<file path="src/rtl/core/value_to_spectral_rgb_core_assert.svh">
// assertion macros for the spectral color core
`ifndef VALUE_TO_SPECTRAL_RGB_CORE_ASSERT_SVH
`define VALUE_TO_SPECTRAL_RGB_CORE_ASSERT_SVH

// same-cycle implication, sampled on clk, off while rst_n is low
`define VSRGB_ASSERT_NOW(label, ante, cons, msg) \
    label: assert property (@(posedge clk) disable iff (!rst_n) (ante) |-> (cons)) \
        else $error(msg);

// plain check of a condition at every edge out of reset
`define VSRGB_ASSERT_ALWAYS(label, cond, msg) \
    label: assert property (@(posedge clk) disable iff (!rst_n) (cond)) else $error(msg);

`endif

</file>
<file path="src/rtl/core/vsrgb_div.sv">
module vsrgb_div #(
    parameter int NUM_BITS = 32,
    parameter int DEN_BITS = 16,
    parameter int TAG_BITS = 1
) (
    input  logic                clk,
    input  logic                rst_n,
    input  logic                in_vld,
    input  logic [NUM_BITS-1:0] in_num,
    input  logic [DEN_BITS-1:0] in_den,
    input  logic [TAG_BITS-1:0] in_tag,
    output logic                out_vld,
    output logic [NUM_BITS-1:0] out_quo,
    output logic [TAG_BITS-1:0] out_tag
);

    // one quotient bit per stage, dividend shifts out as quotient shifts in
    logic [NUM_BITS-1:0] vld_reg;
    logic [DEN_BITS-1:0] rem_reg [NUM_BITS];
    logic [NUM_BITS-1:0] quo_reg [NUM_BITS];
    logic [DEN_BITS-1:0] den_reg [NUM_BITS];
    logic [TAG_BITS-1:0] tag_reg [NUM_BITS];

    for (genvar k = 0; k < NUM_BITS; k++) begin : g_stage
        logic                vld_in;
        logic [DEN_BITS-1:0] rem_in;
        logic [NUM_BITS-1:0] quo_in;
        logic [DEN_BITS-1:0] den_in;
        logic [TAG_BITS-1:0] tag_in;
        logic [DEN_BITS:0]   trial;
        logic [DEN_BITS:0]   diff;
        logic                fits;

        if (k == 0) begin : g_first
            assign vld_in = in_vld;
            assign rem_in = '0;
            assign quo_in = in_num;
            assign den_in = in_den;
            assign tag_in = in_tag;
        end
        else begin : g_next
            assign vld_in = vld_reg[k-1];
            assign rem_in = rem_reg[k-1];
            assign quo_in = quo_reg[k-1];
            assign den_in = den_reg[k-1];
            assign tag_in = tag_reg[k-1];
        end

        // trial subtract
        assign trial = {rem_in, quo_in[NUM_BITS-1]};
        assign diff  = trial - {1'b0, den_in};
        assign fits  = (trial >= {1'b0, den_in});

        always_ff @(posedge clk or negedge rst_n)
        begin
            if (!rst_n)
            begin
                vld_reg[k] <= 1'b0;
            end
            else
            begin
                vld_reg[k] <= vld_in;
            end
        end

        always_ff @(posedge clk)
        begin
            rem_reg[k] <= fits ? diff[DEN_BITS-1:0] : trial[DEN_BITS-1:0];
            quo_reg[k] <= {quo_in[NUM_BITS-2:0], fits};
            den_reg[k] <= den_in;
            tag_reg[k] <= tag_in;
        end
    end

    assign out_vld = vld_reg[NUM_BITS-1];
    assign out_quo = quo_reg[NUM_BITS-1];
    assign out_tag = tag_reg[NUM_BITS-1];

endmodule

</file>
<file path="config.mk">
export PLATFORM = sky130hd
export DESIGN_NAME = vsrgb_div
export DESIGN_NICKNAME = d
export VERILOG_FILES = /design/src/rtl/core/value_to_spectral_rgb_core_assert.svh /design/src/rtl/core/vsrgb_div.sv
export SDC_FILE = /design/constraint.sdc
export NUM_CORES = 2
export LEC_CHECK = 0
export BUFFER_PORTS_ARGS = -buffer_cell sky130_fd_sc_hd__clkbuf_2
export CORE_MARGIN = 5
export CORE_UTILIZATION = 30
export CTS_CLUSTER_SIZE = 28
export DETAILED_ROUTE_END_ITERATION = 10
export PLACE_DENSITY = 0.43
export SLEW_MARGIN = 25
export SYNTH_ARGS = -nofsm -noshare
export SYNTH_HDL_FRONTEND = slang
export SYNTH_SLANG_ARGS = --single-unit
</file>
<file path="constraint.sdc">
create_clock -name clk -period 4.3 [get_ports clk]
set_input_delay 0.43 -clock clk [delete_from_list [all_inputs] [get_ports clk]]
set_output_delay 0.43 -clock clk [all_outputs]
set_load 0.02 [all_outputs]
</file>
==> impl_metrics.env <==
export IMPL_end_kind="flip-flop"
export IMPL_synth_top_family_by_area="compound AO/OA/AOI/OAI gates"
export IMPL_cts_buffer_depth=3
export IMPL_rows=179
export IMPL_fp_dieH_um=497.8
export IMPL_largest_reg_flops=1024
export IMPL_synth_xor_area_share_pct=3.889
export IMPL_yosys_warnings=0
export IMPL_ios=86
export IMPL_wl_per_cell_um=13.94
export IMPL_cts_setup_buffers=0
export IMPL_hold_class="input port to asynchronous set/reset pin"
export IMPL_grt_overflow=0
export IMPL_layout_nets=7170
export IMPL_yosysTopAreaCellShare_pct=57.43
export IMPL_antenna_found_initial=1
export IMPL_die_w_um=497.8
export IMPL_synthSimpleGateAreaFrac_pct=7.754
export IMPL_die_area_um2=247800
export IMPL_start_kind="flip-flop"
export IMPL_cts_tree="done"
export IMPL_synth_largest_area_cell="dfxtp_1"
export IMPL_antenna_left=0
export IMPL_drc=0
export IMPL_grt_pass1_wl_mm=227.1
export IMPL_synthTopCellsByArea="dfxtp_1 57%, ha_1 8.7%, mux2_2 4.7%"
export IMPL_cp_required_ns=4.97
export IMPL_drive_gt1_share_pct=12.94
export IMPL_first_iter_violations=2042
export IMPL_syn_area_per_cell_um2=11.37
export IMPL_synthFlopType="dfxtp_1"
export IMPL_core_um2=237400
export IMPL_setup_viol=0
export IMPL_cts_buffers=227
export IMPL_initial_core_util_pct=30.07
export IMPL_final_area_um2=84280
export IMPL_area_growth_pct=18.06
export IMPL_syn_inst=6277
export IMPL_grt_max_degree=33
export IMPL_max_slew_worst_pin_slew_ns=0.9907
export IMPL_synth_seq_cells=2080
export IMPL_irDropWorstVdd_mv=0.4681
export IMPL_synth_edf_count=0
export IMPL_synth_fa_ha_area_share_pct=9.570
export IMPL_clock_sinks=2080
export IMPL_grt_use_total_pct=11.09
export IMPL_syn_area_um2=71390
export IMPL_whs_ns=0.1747
export IMPL_synth_seq_area_share_pct=58.55
export IMPL_tns_ns=0
export IMPL_hpwl_mm=102.8
export IMPL_synthMuxAreaShare_pct=5.919
export IMPL_syn_nets=6857
export IMPL_htreeDepth=4
export IMPL_fin_skew_ns=0.08078
export IMPL_fmax_mhz=288.2
export IMPL_cp_max_fo=17
export IMPL_status="completed"
export IMPL_routed_wl_mm=138.7
export IMPL_max_slew_margin_pct=33.96
export IMPL_worstSkewPairLatency_ns=0.86
export IMPL_numPortBuffers=85
export IMPL_path_class="flip-flop to flip-flop"
export IMPL_drv_cap=0
export IMPL_yosysMostFrequentCell="dfxtp_1"
export IMPL_finalHoldViolCount=0
export IMPL_gp_congestion=0.8161
export IMPL_vias=43040
export IMPL_p_per_area_nw_per_um2=742.0
export IMPL_fill_cells=23580
export IMPL_clk_pin_slew_ns=0.05
export IMPL_rsz0062_at_grt="no"
export IMPL_postCtsHoldBufs=51
export IMPL_drv_slew=0
export IMPL_fin_crit_ns=3.470
export IMPL_synth_compound_area_share_pct=10.37
export IMPL_final_cells=9952
export IMPL_dr_pass1_iters=5
export IMPL_worstPathArrival_ns=4.14
export IMPL_postPlaceCellArea_um2=75620
export IMPL_multi_input_area_um2=26840
export IMPL_finalCritPeriodShare_pct=80.70
export IMPL_p_leak_nw=37.11
export IMPL_synth_async_reset_ratio_pct=1.538
export IMPL_layout_area_seq_um2=41800
export IMPL_vias_per_cell=4.324
export IMPL_grt_pass1_vias=43550
export IMPL_dp_cells=9476
export IMPL_ctsResizeCount=0
export IMPL_synth_commonest_cells="2048 x dfxtp_1, 649 x inv_1, 498 x ha_1"
export IMPL_synth_cell_types=95
export IMPL_root_buffer="clkbuf_16"
path summary, 6_finish.rpt:
| path | start | to | slack (ns) | cells past startpoint |
|---|---|---|---|---|
| hold reg to reg | quo_reg[4][6] | quo_reg[4][39] | 0.25 | 0 |
| hold / removal | rst_n | out_vld | 0.17 | 2 |
| setup / recovery | den_reg[2][1] | rem_reg[0][158] | 0.83 | 10 |
| max in group asynchronous | rst_n | g_stage[7].vld_in | 3.60 | 2 |
| setup reg to reg | den_reg[2][1] | rem_reg[0][158] | 0.83 | 10 |
| min in group clk | in_tag | tag_reg[0][0] | 0.20 | 2 |
cells in the final DEF, fill, tap and decap left out, types with 52 or more instances in the layout:
master	synthesis	routed
a21oi_1	290	290
nor2b_1	90	90
inv_1	649	649
mux2_2	295	295
xnor2_1	229	229
o21ai_0	247	246
nor2_1	333	333
dfxtp_1	2048	2048
nor3_1	102	102
nand4_1	57	57
ha_1	498	498
a21o_1	82	82
clkbuf_2	1	85
mux2i_1	58	58
clkbuf_8	0	52
nand3_1	102	102
xor2_1	88	88
clkbuf_16	0	228
nand2_1	229	229
o21a_1	103	103
logic make-up (layout without fill, tap and decap cells):
group / after synthesis / after routing
buffers and inverters: 723 / 1230
DFF: 2080 / 2080
other: 0 / 1
adders and majority gates: 528 / 528
AOI/OAI and AO/OA: 1127 / 1127
muxes: 375 / 375
xor gates and xnor gates: 317 / 317
and+or+nand+nor: 1127 / 1127
per-stage QoR:
| step | util, % | power (W) | worst slack (ns) |
|---|---|---|---|
| after floorplan | - | 0.03859 | 1.421 |
| after global placement | 31.85 | 0.04275 | 0.9178 |
| after detailed placement | 31.85 | 0.04280 | 0.8715 |
| after CTS | 35.49 | 0.06376 | 0.8415 |
| after global routing | 35.50 | 0.06695 | 0.4555 |
| final | 35.50 | 0.06253 | 0.8299 |
worst max-delay path, stage by stage, from the launching register on:
cell and delay [ns]:
dfxtp_1 0.41, inv_1 0.07, ha_1 0.29, nor2b_1 0.18, o211ai_1 0.13, a31oi_1 0.31, o211ai_1 0.21, a311oi_1 0.69
nor3_1 0.16, o21a_1 0.49, mux2_2 0.40
final cells by class:
type                    instances  share of cell area (%)
inverters                     649                   2.891
repair buffers                158                   1.311
well taps                    3167                   4.702
clock inverters               108                   1.872
multi-input cells            3474                   31.85
diodes                          1                0.002969
clock buffers                 315                   7.775
flip-flops and latches       2080                   49.60
routing by layer:
layer / track usage, % / share of wire, % / up-vias
li1: - / - / 22110
met1: 13.99 / 45 / 20000
met2: 18.90 / 47 / 675
met3: 2.233 / 4.3 / 257
met4: 3.764 / 2.9 / 0
met5: 0 / 0 / -
report_power, final:
group	internal (W)	switching, W	total, W
Clock	0.0122	0.00800	0.0202
Combinational	0.00867	0.00910	0.0178
Sequential	0.0228	0.00170	0.0245
Total	0.0437	0.0188	0.0625
Note: power is estimated with default switching activity, not from simulation.
