$ cat src/rtl/core/value_to_spectral_rgb_core_assert.svh
// assertion macros for the spectral color core
`ifndef VALUE_TO_SPECTRAL_RGB_CORE_ASSERT_SVH
`define VALUE_TO_SPECTRAL_RGB_CORE_ASSERT_SVH

// same-cycle implication, sampled on clk, off while rst_n is low
`define VSRGB_ASSERT_NOW(label, ante, cons, msg) \
    label: assert property (@(posedge clk) disable iff (!rst_n) (ante) |-> (cons)) \
        else $error(msg);

// plain check of a condition at every edge out of reset
`define VSRGB_ASSERT_ALWAYS(label, cond, msg) \
    label: assert property (@(posedge clk) disable iff (!rst_n) (cond)) else $error(msg);

`endif

$ cat src/rtl/core/vsrgb_pkg.sv
package vsrgb_pkg;

    // unity in Q1.10
    localparam logic [10:0] CHAN_ONE = 11'd1024;

    // wavelength marks in Q10.6 nm
    localparam logic [15:0] L_380 = 16'd24320;
    localparam logic [15:0] L_420 = 16'd26880;
    localparam logic [15:0] L_440 = 16'd28160;
    localparam logic [15:0] L_490 = 16'd31360;
    localparam logic [15:0] L_510 = 16'd32640;
    localparam logic [15:0] L_580 = 16'd37120;
    localparam logic [15:0] L_645 = 16'd41280;
    localparam logic [15:0] L_700 = 16'd44800;
    localparam logic [15:0] L_780 = 16'd49920;

    // falloff offsets, 1024 factored out of both sides
    localparam logic [16:0] FALL_HI_BASE = 17'd15360;
    localparam logic [16:0] FALL_LO_BASE = 17'd7680;

    // constant divisors and their floor reciprocals at 2^20
    localparam int RCP_SHIFT = 20;
    localparam logic [6:0] DIV_20 = 7'd20;
    localparam logic [6:0] DIV_25 = 7'd25;
    localparam logic [6:0] DIV_50 = 7'd50;
    localparam logic [6:0] DIV_60 = 7'd60;
    localparam logic [6:0] DIV_65 = 7'd65;
    localparam logic [6:0] DIV_70 = 7'd70;
    localparam logic [15:0] RCP_20 = 16'((1 << RCP_SHIFT) / 20);
    localparam logic [15:0] RCP_25 = 16'((1 << RCP_SHIFT) / 25);
    localparam logic [15:0] RCP_50 = 16'((1 << RCP_SHIFT) / 50);
    localparam logic [15:0] RCP_60 = 16'((1 << RCP_SHIFT) / 60);
    localparam logic [15:0] RCP_65 = 16'((1 << RCP_SHIFT) / 65);
    localparam logic [15:0] RCP_70 = 16'((1 << RCP_SHIFT) / 70);

    // register indexes
    localparam logic [2:0] REG_RANGE_LOW  = 3'd0;
    localparam logic [2:0] REG_RANGE_HIGH = 3'd1;
    localparam logic [2:0] REG_INV_START  = 3'd2;
    localparam logic [2:0] REG_INV_END    = 3'd3;
    localparam logic [2:0] REG_BRIGHTNESS = 3'd4;

    // register reset values
    localparam logic [15:0] INV_START_RESET  = 16'd44150;
    localparam logic [15:0] INV_END_RESET    = 16'd21509;
    localparam logic [11:0] BRIGHTNESS_RESET = 12'd256;

    // spectral bands
    typedef enum logic [2:0] {
        BAND_VIOLET = 3'd0,
        BAND_BLUE   = 3'd1,
        BAND_CYAN   = 3'd2,
        BAND_GREEN  = 3'd3,
        BAND_YELLOW = 3'd4,
        BAND_RED    = 3'd5
    } band_t;

    // control that travels beside the data
    typedef struct packed {
        logic vld;
        logic black;
    } flow_t;

endpackage

$ cat src/rtl/core/vsrgb_band.sv
module vsrgb_band (
    input  logic              clk,
    input  logic              rst_n,
    input  vsrgb_pkg::flow_t  in_flow,
    input  logic [30:0]       wave,
    output vsrgb_pkg::flow_t  out_flow,
    output logic [10:0]       red_chan,
    output logic [10:0]       green_chan,
    output logic [10:0]       blue_chan,
    output logic [10:0]       falloff
);

    logic [15:0]            l16;
    logic                   out_of_band;
    vsrgb_pkg::band_t       band_next;
    logic [16:0]            slope_n_next;
    logic [6:0]             slope_d_next;
    logic [15:0]            slope_r_next;
    logic                   fall_on_next;
    logic [16:0]            fall_n_next;
    logic [6:0]             fall_d_next;
    logic [15:0]            fall_r_next;

    vsrgb_pkg::flow_t       flow1_reg;
    vsrgb_pkg::flow_t       flow2_reg;
    vsrgb_pkg::band_t       band1_reg;
    vsrgb_pkg::band_t       band2_reg;
    logic [16:0]            slope_n1_reg;
    logic [6:0]             slope_d1_reg;
    logic [15:0]            slope_r1_reg;
    logic                   fall_on1_reg;
    logic [16:0]            fall_n1_reg;
    logic [6:0]             fall_d1_reg;
    logic [15:0]            fall_r1_reg;
    logic [16:0]            slope_n2_reg;
    logic [6:0]             slope_d2_reg;
    logic [12:0]            slope_est_reg;
    logic                   fall_on2_reg;
    logic [16:0]            fall_n2_reg;
    logic [6:0]             fall_d2_reg;
    logic [12:0]            fall_est_reg;
    logic [32:0]            slope_prod;
    logic [32:0]            fall_prod;
    logic [16:0]            slope_rem;
    logic [16:0]            fall_rem;
    logic [12:0]            slope_q;
    logic [12:0]            fall_q;
    logic [10:0]            slope_val;
    logic [10:0]            red_next;
    logic [10:0]            green_next;
    logic [10:0]            blue_next;

    assign l16 = wave[15:0];
    assign out_of_band = (wave < 31'(vsrgb_pkg::L_380)) || (wave > 31'(vsrgb_pkg::L_780));

    // band select and slope dividend
    always_comb
    begin
        band_next    = vsrgb_pkg::BAND_RED;
        slope_n_next = '0;
        slope_d_next = vsrgb_pkg::DIV_65;
        slope_r_next = vsrgb_pkg::RCP_65;
        if (l16 <= vsrgb_pkg::L_440)
        begin
            band_next    = vsrgb_pkg::BAND_VIOLET;
            slope_n_next = 17'({vsrgb_pkg::L_440 - l16, 4'b0000});
            slope_d_next = vsrgb_pkg::DIV_60;
            slope_r_next = vsrgb_pkg::RCP_60;
        end
        else if (l16 <= vsrgb_pkg::L_490)
        begin
            band_next    = vsrgb_pkg::BAND_BLUE;
            slope_n_next = 17'({l16 - vsrgb_pkg::L_440, 4'b0000});
            slope_d_next = vsrgb_pkg::DIV_50;
            slope_r_next = vsrgb_pkg::RCP_50;
        end
        else if (l16 <= vsrgb_pkg::L_510)
        begin
            band_next    = vsrgb_pkg::BAND_CYAN;
            slope_n_next = 17'({vsrgb_pkg::L_510 - l16, 4'b0000});
            slope_d_next = vsrgb_pkg::DIV_20;
            slope_r_next = vsrgb_pkg::RCP_20;
        end
        else if (l16 <= vsrgb_pkg::L_580)
        begin
            band_next    = vsrgb_pkg::BAND_GREEN;
            slope_n_next = 17'({l16 - vsrgb_pkg::L_510, 4'b0000});
            slope_d_next = vsrgb_pkg::DIV_70;
            slope_r_next = vsrgb_pkg::RCP_70;
        end
        else if (l16 <= vsrgb_pkg::L_645)
        begin
            band_next    = vsrgb_pkg::BAND_YELLOW;
            slope_n_next = 17'({vsrgb_pkg::L_645 - l16, 4'b0000});
        end
    end

    // edge falloff dividend
    always_comb
    begin
        fall_on_next = 1'b0;
        fall_n_next  = '0;
        fall_d_next  = vsrgb_pkg::DIV_25;
        fall_r_next  = vsrgb_pkg::RCP_25;
        if (l16 > vsrgb_pkg::L_700)
        begin
            fall_on_next = 1'b1;
            fall_n_next  = vsrgb_pkg::FALL_HI_BASE + 17'(7 * (vsrgb_pkg::L_780 - l16));
            fall_d_next  = vsrgb_pkg::DIV_50;
            fall_r_next  = vsrgb_pkg::RCP_50;
        end
        else if (l16 < vsrgb_pkg::L_420)
        begin
            fall_on_next = 1'b1;
            fall_n_next  = vsrgb_pkg::FALL_LO_BASE + 17'(7 * (l16 - vsrgb_pkg::L_380));
        end
    end

    // reciprocal estimates
    assign slope_prod = 33'(slope_n1_reg) * 33'(slope_r1_reg);
    assign fall_prod  = 33'(fall_n1_reg) * 33'(fall_r1_reg);

    // one correction step
    assign slope_rem = slope_n2_reg - 17'(slope_est_reg * slope_d2_reg);
    assign fall_rem  = fall_n2_reg - 17'(fall_est_reg * fall_d2_reg);
    assign slope_q   = slope_est_reg + 13'(slope_rem >= 17'(slope_d2_reg));
    assign fall_q    = fall_est_reg + 13'(fall_rem >= 17'(fall_d2_reg));
    assign slope_val = slope_q[10:0];

    // channel assembly
    always_comb
    begin
        red_next   = '0;
        green_next = '0;
        blue_next  = '0;
        unique case (band2_reg)
            vsrgb_pkg::BAND_VIOLET:
            begin
                red_next  = slope_val;
                blue_next = vsrgb_pkg::CHAN_ONE;
            end
            vsrgb_pkg::BAND_BLUE:
            begin
                green_next = slope_val;
                blue_next  = vsrgb_pkg::CHAN_ONE;
            end
            vsrgb_pkg::BAND_CYAN:
            begin
                green_next = vsrgb_pkg::CHAN_ONE;
                blue_next  = slope_val;
            end
            vsrgb_pkg::BAND_GREEN:
            begin
                red_next   = slope_val;
                green_next = vsrgb_pkg::CHAN_ONE;
            end
            vsrgb_pkg::BAND_YELLOW:
            begin
                red_next   = vsrgb_pkg::CHAN_ONE;
                green_next = slope_val;
            end
            vsrgb_pkg::BAND_RED:
            begin
                red_next = vsrgb_pkg::CHAN_ONE;
            end
            default:
            begin
                red_next = '0;
            end
        endcase
    end

    // control through the three stages
    always_ff @(posedge clk or negedge rst_n)
    begin
        if (!rst_n)
        begin
            flow1_reg <= '0;
            flow2_reg <= '0;
            out_flow  <= '0;
        end
        else
        begin
            flow1_reg.vld   <= in_flow.vld;
            flow1_reg.black <= in_flow.black | out_of_band;
            flow2_reg       <= flow1_reg;
            out_flow        <= flow2_reg;
        end
    end

    // data stages
    always_ff @(posedge clk)
    begin
        band1_reg     <= band_next;
        slope_n1_reg  <= slope_n_next;
        slope_d1_reg  <= slope_d_next;
        slope_r1_reg  <= slope_r_next;
        fall_on1_reg  <= fall_on_next;
        fall_n1_reg   <= fall_n_next;
        fall_d1_reg   <= fall_d_next;
        fall_r1_reg   <= fall_r_next;

        band2_reg     <= band1_reg;
        slope_n2_reg  <= slope_n1_reg;
        slope_d2_reg  <= slope_d1_reg;
        slope_est_reg <= slope_prod[32:20];
        fall_on2_reg  <= fall_on1_reg;
        fall_n2_reg   <= fall_n1_reg;
        fall_d2_reg   <= fall_d1_reg;
        fall_est_reg  <= fall_prod[32:20];

        red_chan      <= red_next;
        green_chan    <= green_next;
        blue_chan     <= blue_next;
        falloff       <= fall_on2_reg ? fall_q[10:0] : vsrgb_pkg::CHAN_ONE;
    end

endmodule

$ cat config.mk
export PLATFORM = sky130hd
export DESIGN_NAME = vsrgb_band
export DESIGN_NICKNAME = d
export VERILOG_FILES = /design/src/rtl/core/value_to_spectral_rgb_core_assert.svh /design/src/rtl/core/vsrgb_pkg.sv /design/src/rtl/core/vsrgb_band.sv
export SDC_FILE = /design/constraint.sdc
export NUM_CORES = 2
export LEC_CHECK = 0
export ABC_AREA = 0
export BUFFER_PORTS_ARGS = -buffer_cell sky130_fd_sc_hd__buf_2
export CORE_MARGIN = 10
export CORE_UTILIZATION = 40
export DETAILED_ROUTE_END_ITERATION = 8
export GPL_TIMING_DRIVEN = 0
export PLACE_DENSITY = 0.63
export SLEW_MARGIN = 10
export SYNTH_ARGS = -nofsm -noshare
export SYNTH_HDL_FRONTEND = slang
export SYNTH_SLANG_ARGS = --single-unit
$ cat constraint.sdc
create_clock -name clk -period 6.42 [get_ports clk]
set_input_delay 1.284 -clock clk [delete_from_list [all_inputs] [get_ports clk]]
set_output_delay 1.284 -clock clk [all_outputs]
set_load 0.02 [all_outputs]
==> flow_summary_export.csv <==
group,metric,value,unit
routing,vias,18700,
synthesis,syn_inst,2792,
clock_tree,cts_root_buffer,"clkbuf_16",
synthesis,synthAdderAreaFrac,53.5,%
synthesis,synthFlopType,"dfxtp_1",
synthesis,seq_area_frac_synth,13.0,%
routing,top_layer_used,"met5",
sta,setup_violations,0,
clock_tree,clock-sinks,171,
synthesis,yosysWarningCount,0,
routing,drt_wl_total,62.1,mm
hold_path,hp-class,"reg2reg",
sta,min_period_over_period,96.5,%
sta,tightest_slew,0.766,ns
flow_run,cap_violations,0,
synthesis,synth.distinct_cells,76,
synthesis,synth.avg_cell_area,9.50,sq um
floorplan,rows,94,
run_status,status,"complete, no violations",
floorplan,initial_core_util,40.3,%
floorplan,core,65700,sq um
global_route,grt_pass1_wl,102,mm
floorplan,fp.dieW,277,microns
place,dp_slack,-1.25,ns
place,dpl.hpwl,52.7,mm
place,gp_congestion,0.915,
setup_path,path_max_fanout,7,
routing,drt.antenna.violating_nets,0,
finish,fin_nets,3805,
synthesis,yosys.area_share.xor_xnor,4.56,%
routing,drc_errors,0,
setup_path,crit_path_end_kind,"flip-flop",
setup_path,crit_start,"fall_d1_reg[1]",
routing,drtPass1Iterations,6,
sta,holdWs,0.331,ns
finish,drive_gt1_share,10.3,%
synthesis,synth_top_family_by_area,"adder cells",
setup_path,cp-start-kind,"flip-flop",
finish,final_common_cell,"inv_1",
routing,wl_met3,4.19,mm
synthesis,syn_nets,3690,
place,place_inst,3736,
finish,final_cell_mix,"632 x inv_1, 444 x fa_1, 408 x ha_1",
finish,instances_no_fill,3784,
sta,hold_viol_final,0,
setup_path,required,6.80,ns
synthesis,synth-simple-area-share,11.5,%
clock_tree,cts_buffers,17,
sta,setup_tns,0,ns
synthesis,synth.cell_area,26500,sq um
routing,vias_per_cell,4.93,
floorplan,dieHeight,277,microns
global_route,grtUsageTotal,16.4,%
global_route,grt_max_degree,19,
global_route,overflow,0,
floorplan,pin_count,81,
clock_tree,cts_buffer_depth,2,
clock_tree,htree_levels,4,
place,port_buffers,80,
sta,fin_ws,0.223,ns
routing,wl_met1,28.9,mm
synthesis,synthTopCellsByArea,"fa_1 34%, ha_1 19%, dfxtp_1 12%",
sta,skew,0.0121,ns
sta,max_freq,0.161,GHz
clock_tree,insertion_delay,0.49,ns
hold_path,min_path_cells,0,
finish,fill_cells,6221,
routing,drt-initial-drc-count,1158,
setup_path,crit_type,"reg2reg",
sta,slew_headroom,48.6,%
finish,synthToLayoutAreaGrowth,10.7,%
setup_path,r2r_cells,23,
clock_tree,cts_tree,"built",
finish,diodes,0,
global_route,grt_pass1_vias,19600,
routing,routed-wl-met2,27.9,mm
routing,wire_per_inst,16.4,microns
setup_path,arrival,6.58,ns
floorplan,dieArea,77000,sq um
clock_tree,hold_buffers,0,
sta,final_max_slew_viol_count,0,
global_route,antenna_found_initial,3,
hold_path,min_from,"slope_d1_reg[5]",
synthesis,ys_ff_latch,171,
clock_tree,clkTransAtPathRegs,0.08,ns
synthesis,synth-compound-area-share,6.88,%
sta,fin_crit,6.20,ns
synthesis,netlist.area_leader.share,34.0,%
synthesis,synthMuxAreaShare,0.193,%
synthesis,synth-edff-count,0,
synthesis,yosys.area.top_type,"fa_1",
synthesis,synthArstFlopShare,3.51,%
setup_path,r2r-start,"fall_d1_reg[1]",
cells in the mapped netlist (28+ instances only):
cell,n
a21oi_1,63
dfxtp_1,165
xor2_1,49
clkbuf_1,64
nand2_1,208
ha_1,412
o21ai_0,54
and2_1,163
inv_1,649
fa_1,451
xnor2_1,89
nand3_1,28
nor2_1,99
worst max-delay path, stage by stage (launching register included):
cell      delay (ns)
dfxtp_4         0.42
buf_8           0.14
nand2_4         0.05
fa_1            0.52
inv_2           0.04
fa_1            0.52
inv_1           0.06
fa_1            0.51
inv_1           0.05
fa_1            0.48
inv_1           0.05
fa_1            0.52
inv_1           0.05
fa_1            0.48
ha_4            0.30
nand4_1         0.16
a211oi_2        0.31
nand3_2         0.18
a31oi_4         0.21
nor2_4          0.06
o31ai_4         0.35
a211oi_2        0.14
o21bai_1        0.22
xor2_2          0.26
what timing repair did:
| action | CTS | global route |
|---|---|---|
| gates resized for setup | 88 | 173 |
| setup buffers | 4 | 19 |
| pin swaps | 9 | 40 |
| cloned | 0 | 2 |
| endpoints found under the setup margin | 50 | 55 |
layer usage:
| metal | global-route usage (%) | up-vias |
|---|---|---|
| met2 | 25.9 | 461 |
| li1 | - | 8903 |
| met4 | 4.06 | 6 |
| met1 | 22.1 | 9212 |
| met3 | 3.99 | 75 |
| met5 | 0 | - |
kinds of logic (layout without fill, tap and decap cells):
| kind of cell | after synthesis | after routing |
|---|---|---|
| fa+ha+maj | 863 | 863 |
| buf+inv | 725 | 853 |
| simple gates | 615 | 615 |
| compound gates | 275 | 275 |
| flops | 171 | 171 |
| xor+xnor | 138 | 138 |
| mux | 5 | 5 |
path summary, 6_finish.rpt:
path                                     to  slack [ns]
max                        fall_est_reg[11]        0.22
min                         slope_d2_reg[5]        0.33
max reg2reg                fall_est_reg[11]        0.22
min reg2reg                 slope_d2_reg[5]        0.33
max in group asynchronous      flow2_reg[1]        5.69
min in group asynchronous      flow1_reg[0]        0.60
metrics by stage:
stage	utilization [%]	cell area, sq um
floorplan	-	26500
global placement	42.6	28000
detailed placement	42.6	28000
CTS	43.8	28800
global route	44.6	29300
finish	44.6	29300
cell type report:
cell class	count	area [sq um]	area share [%]
buffer	64	389	1.33
clock buffer	18	429	1.46
clock inverter	14	150	0.512
inverter	652	2460	8.38
multi-input combinational	1896	20700	70.4
sequential	171	3540	12.1
tap	864	1080	3.68
timing repair buffer	105	627	2.14
Power is not shown: default switching activity piles up to over one toggle a cycle in this logic, so the estimate is an artifact.
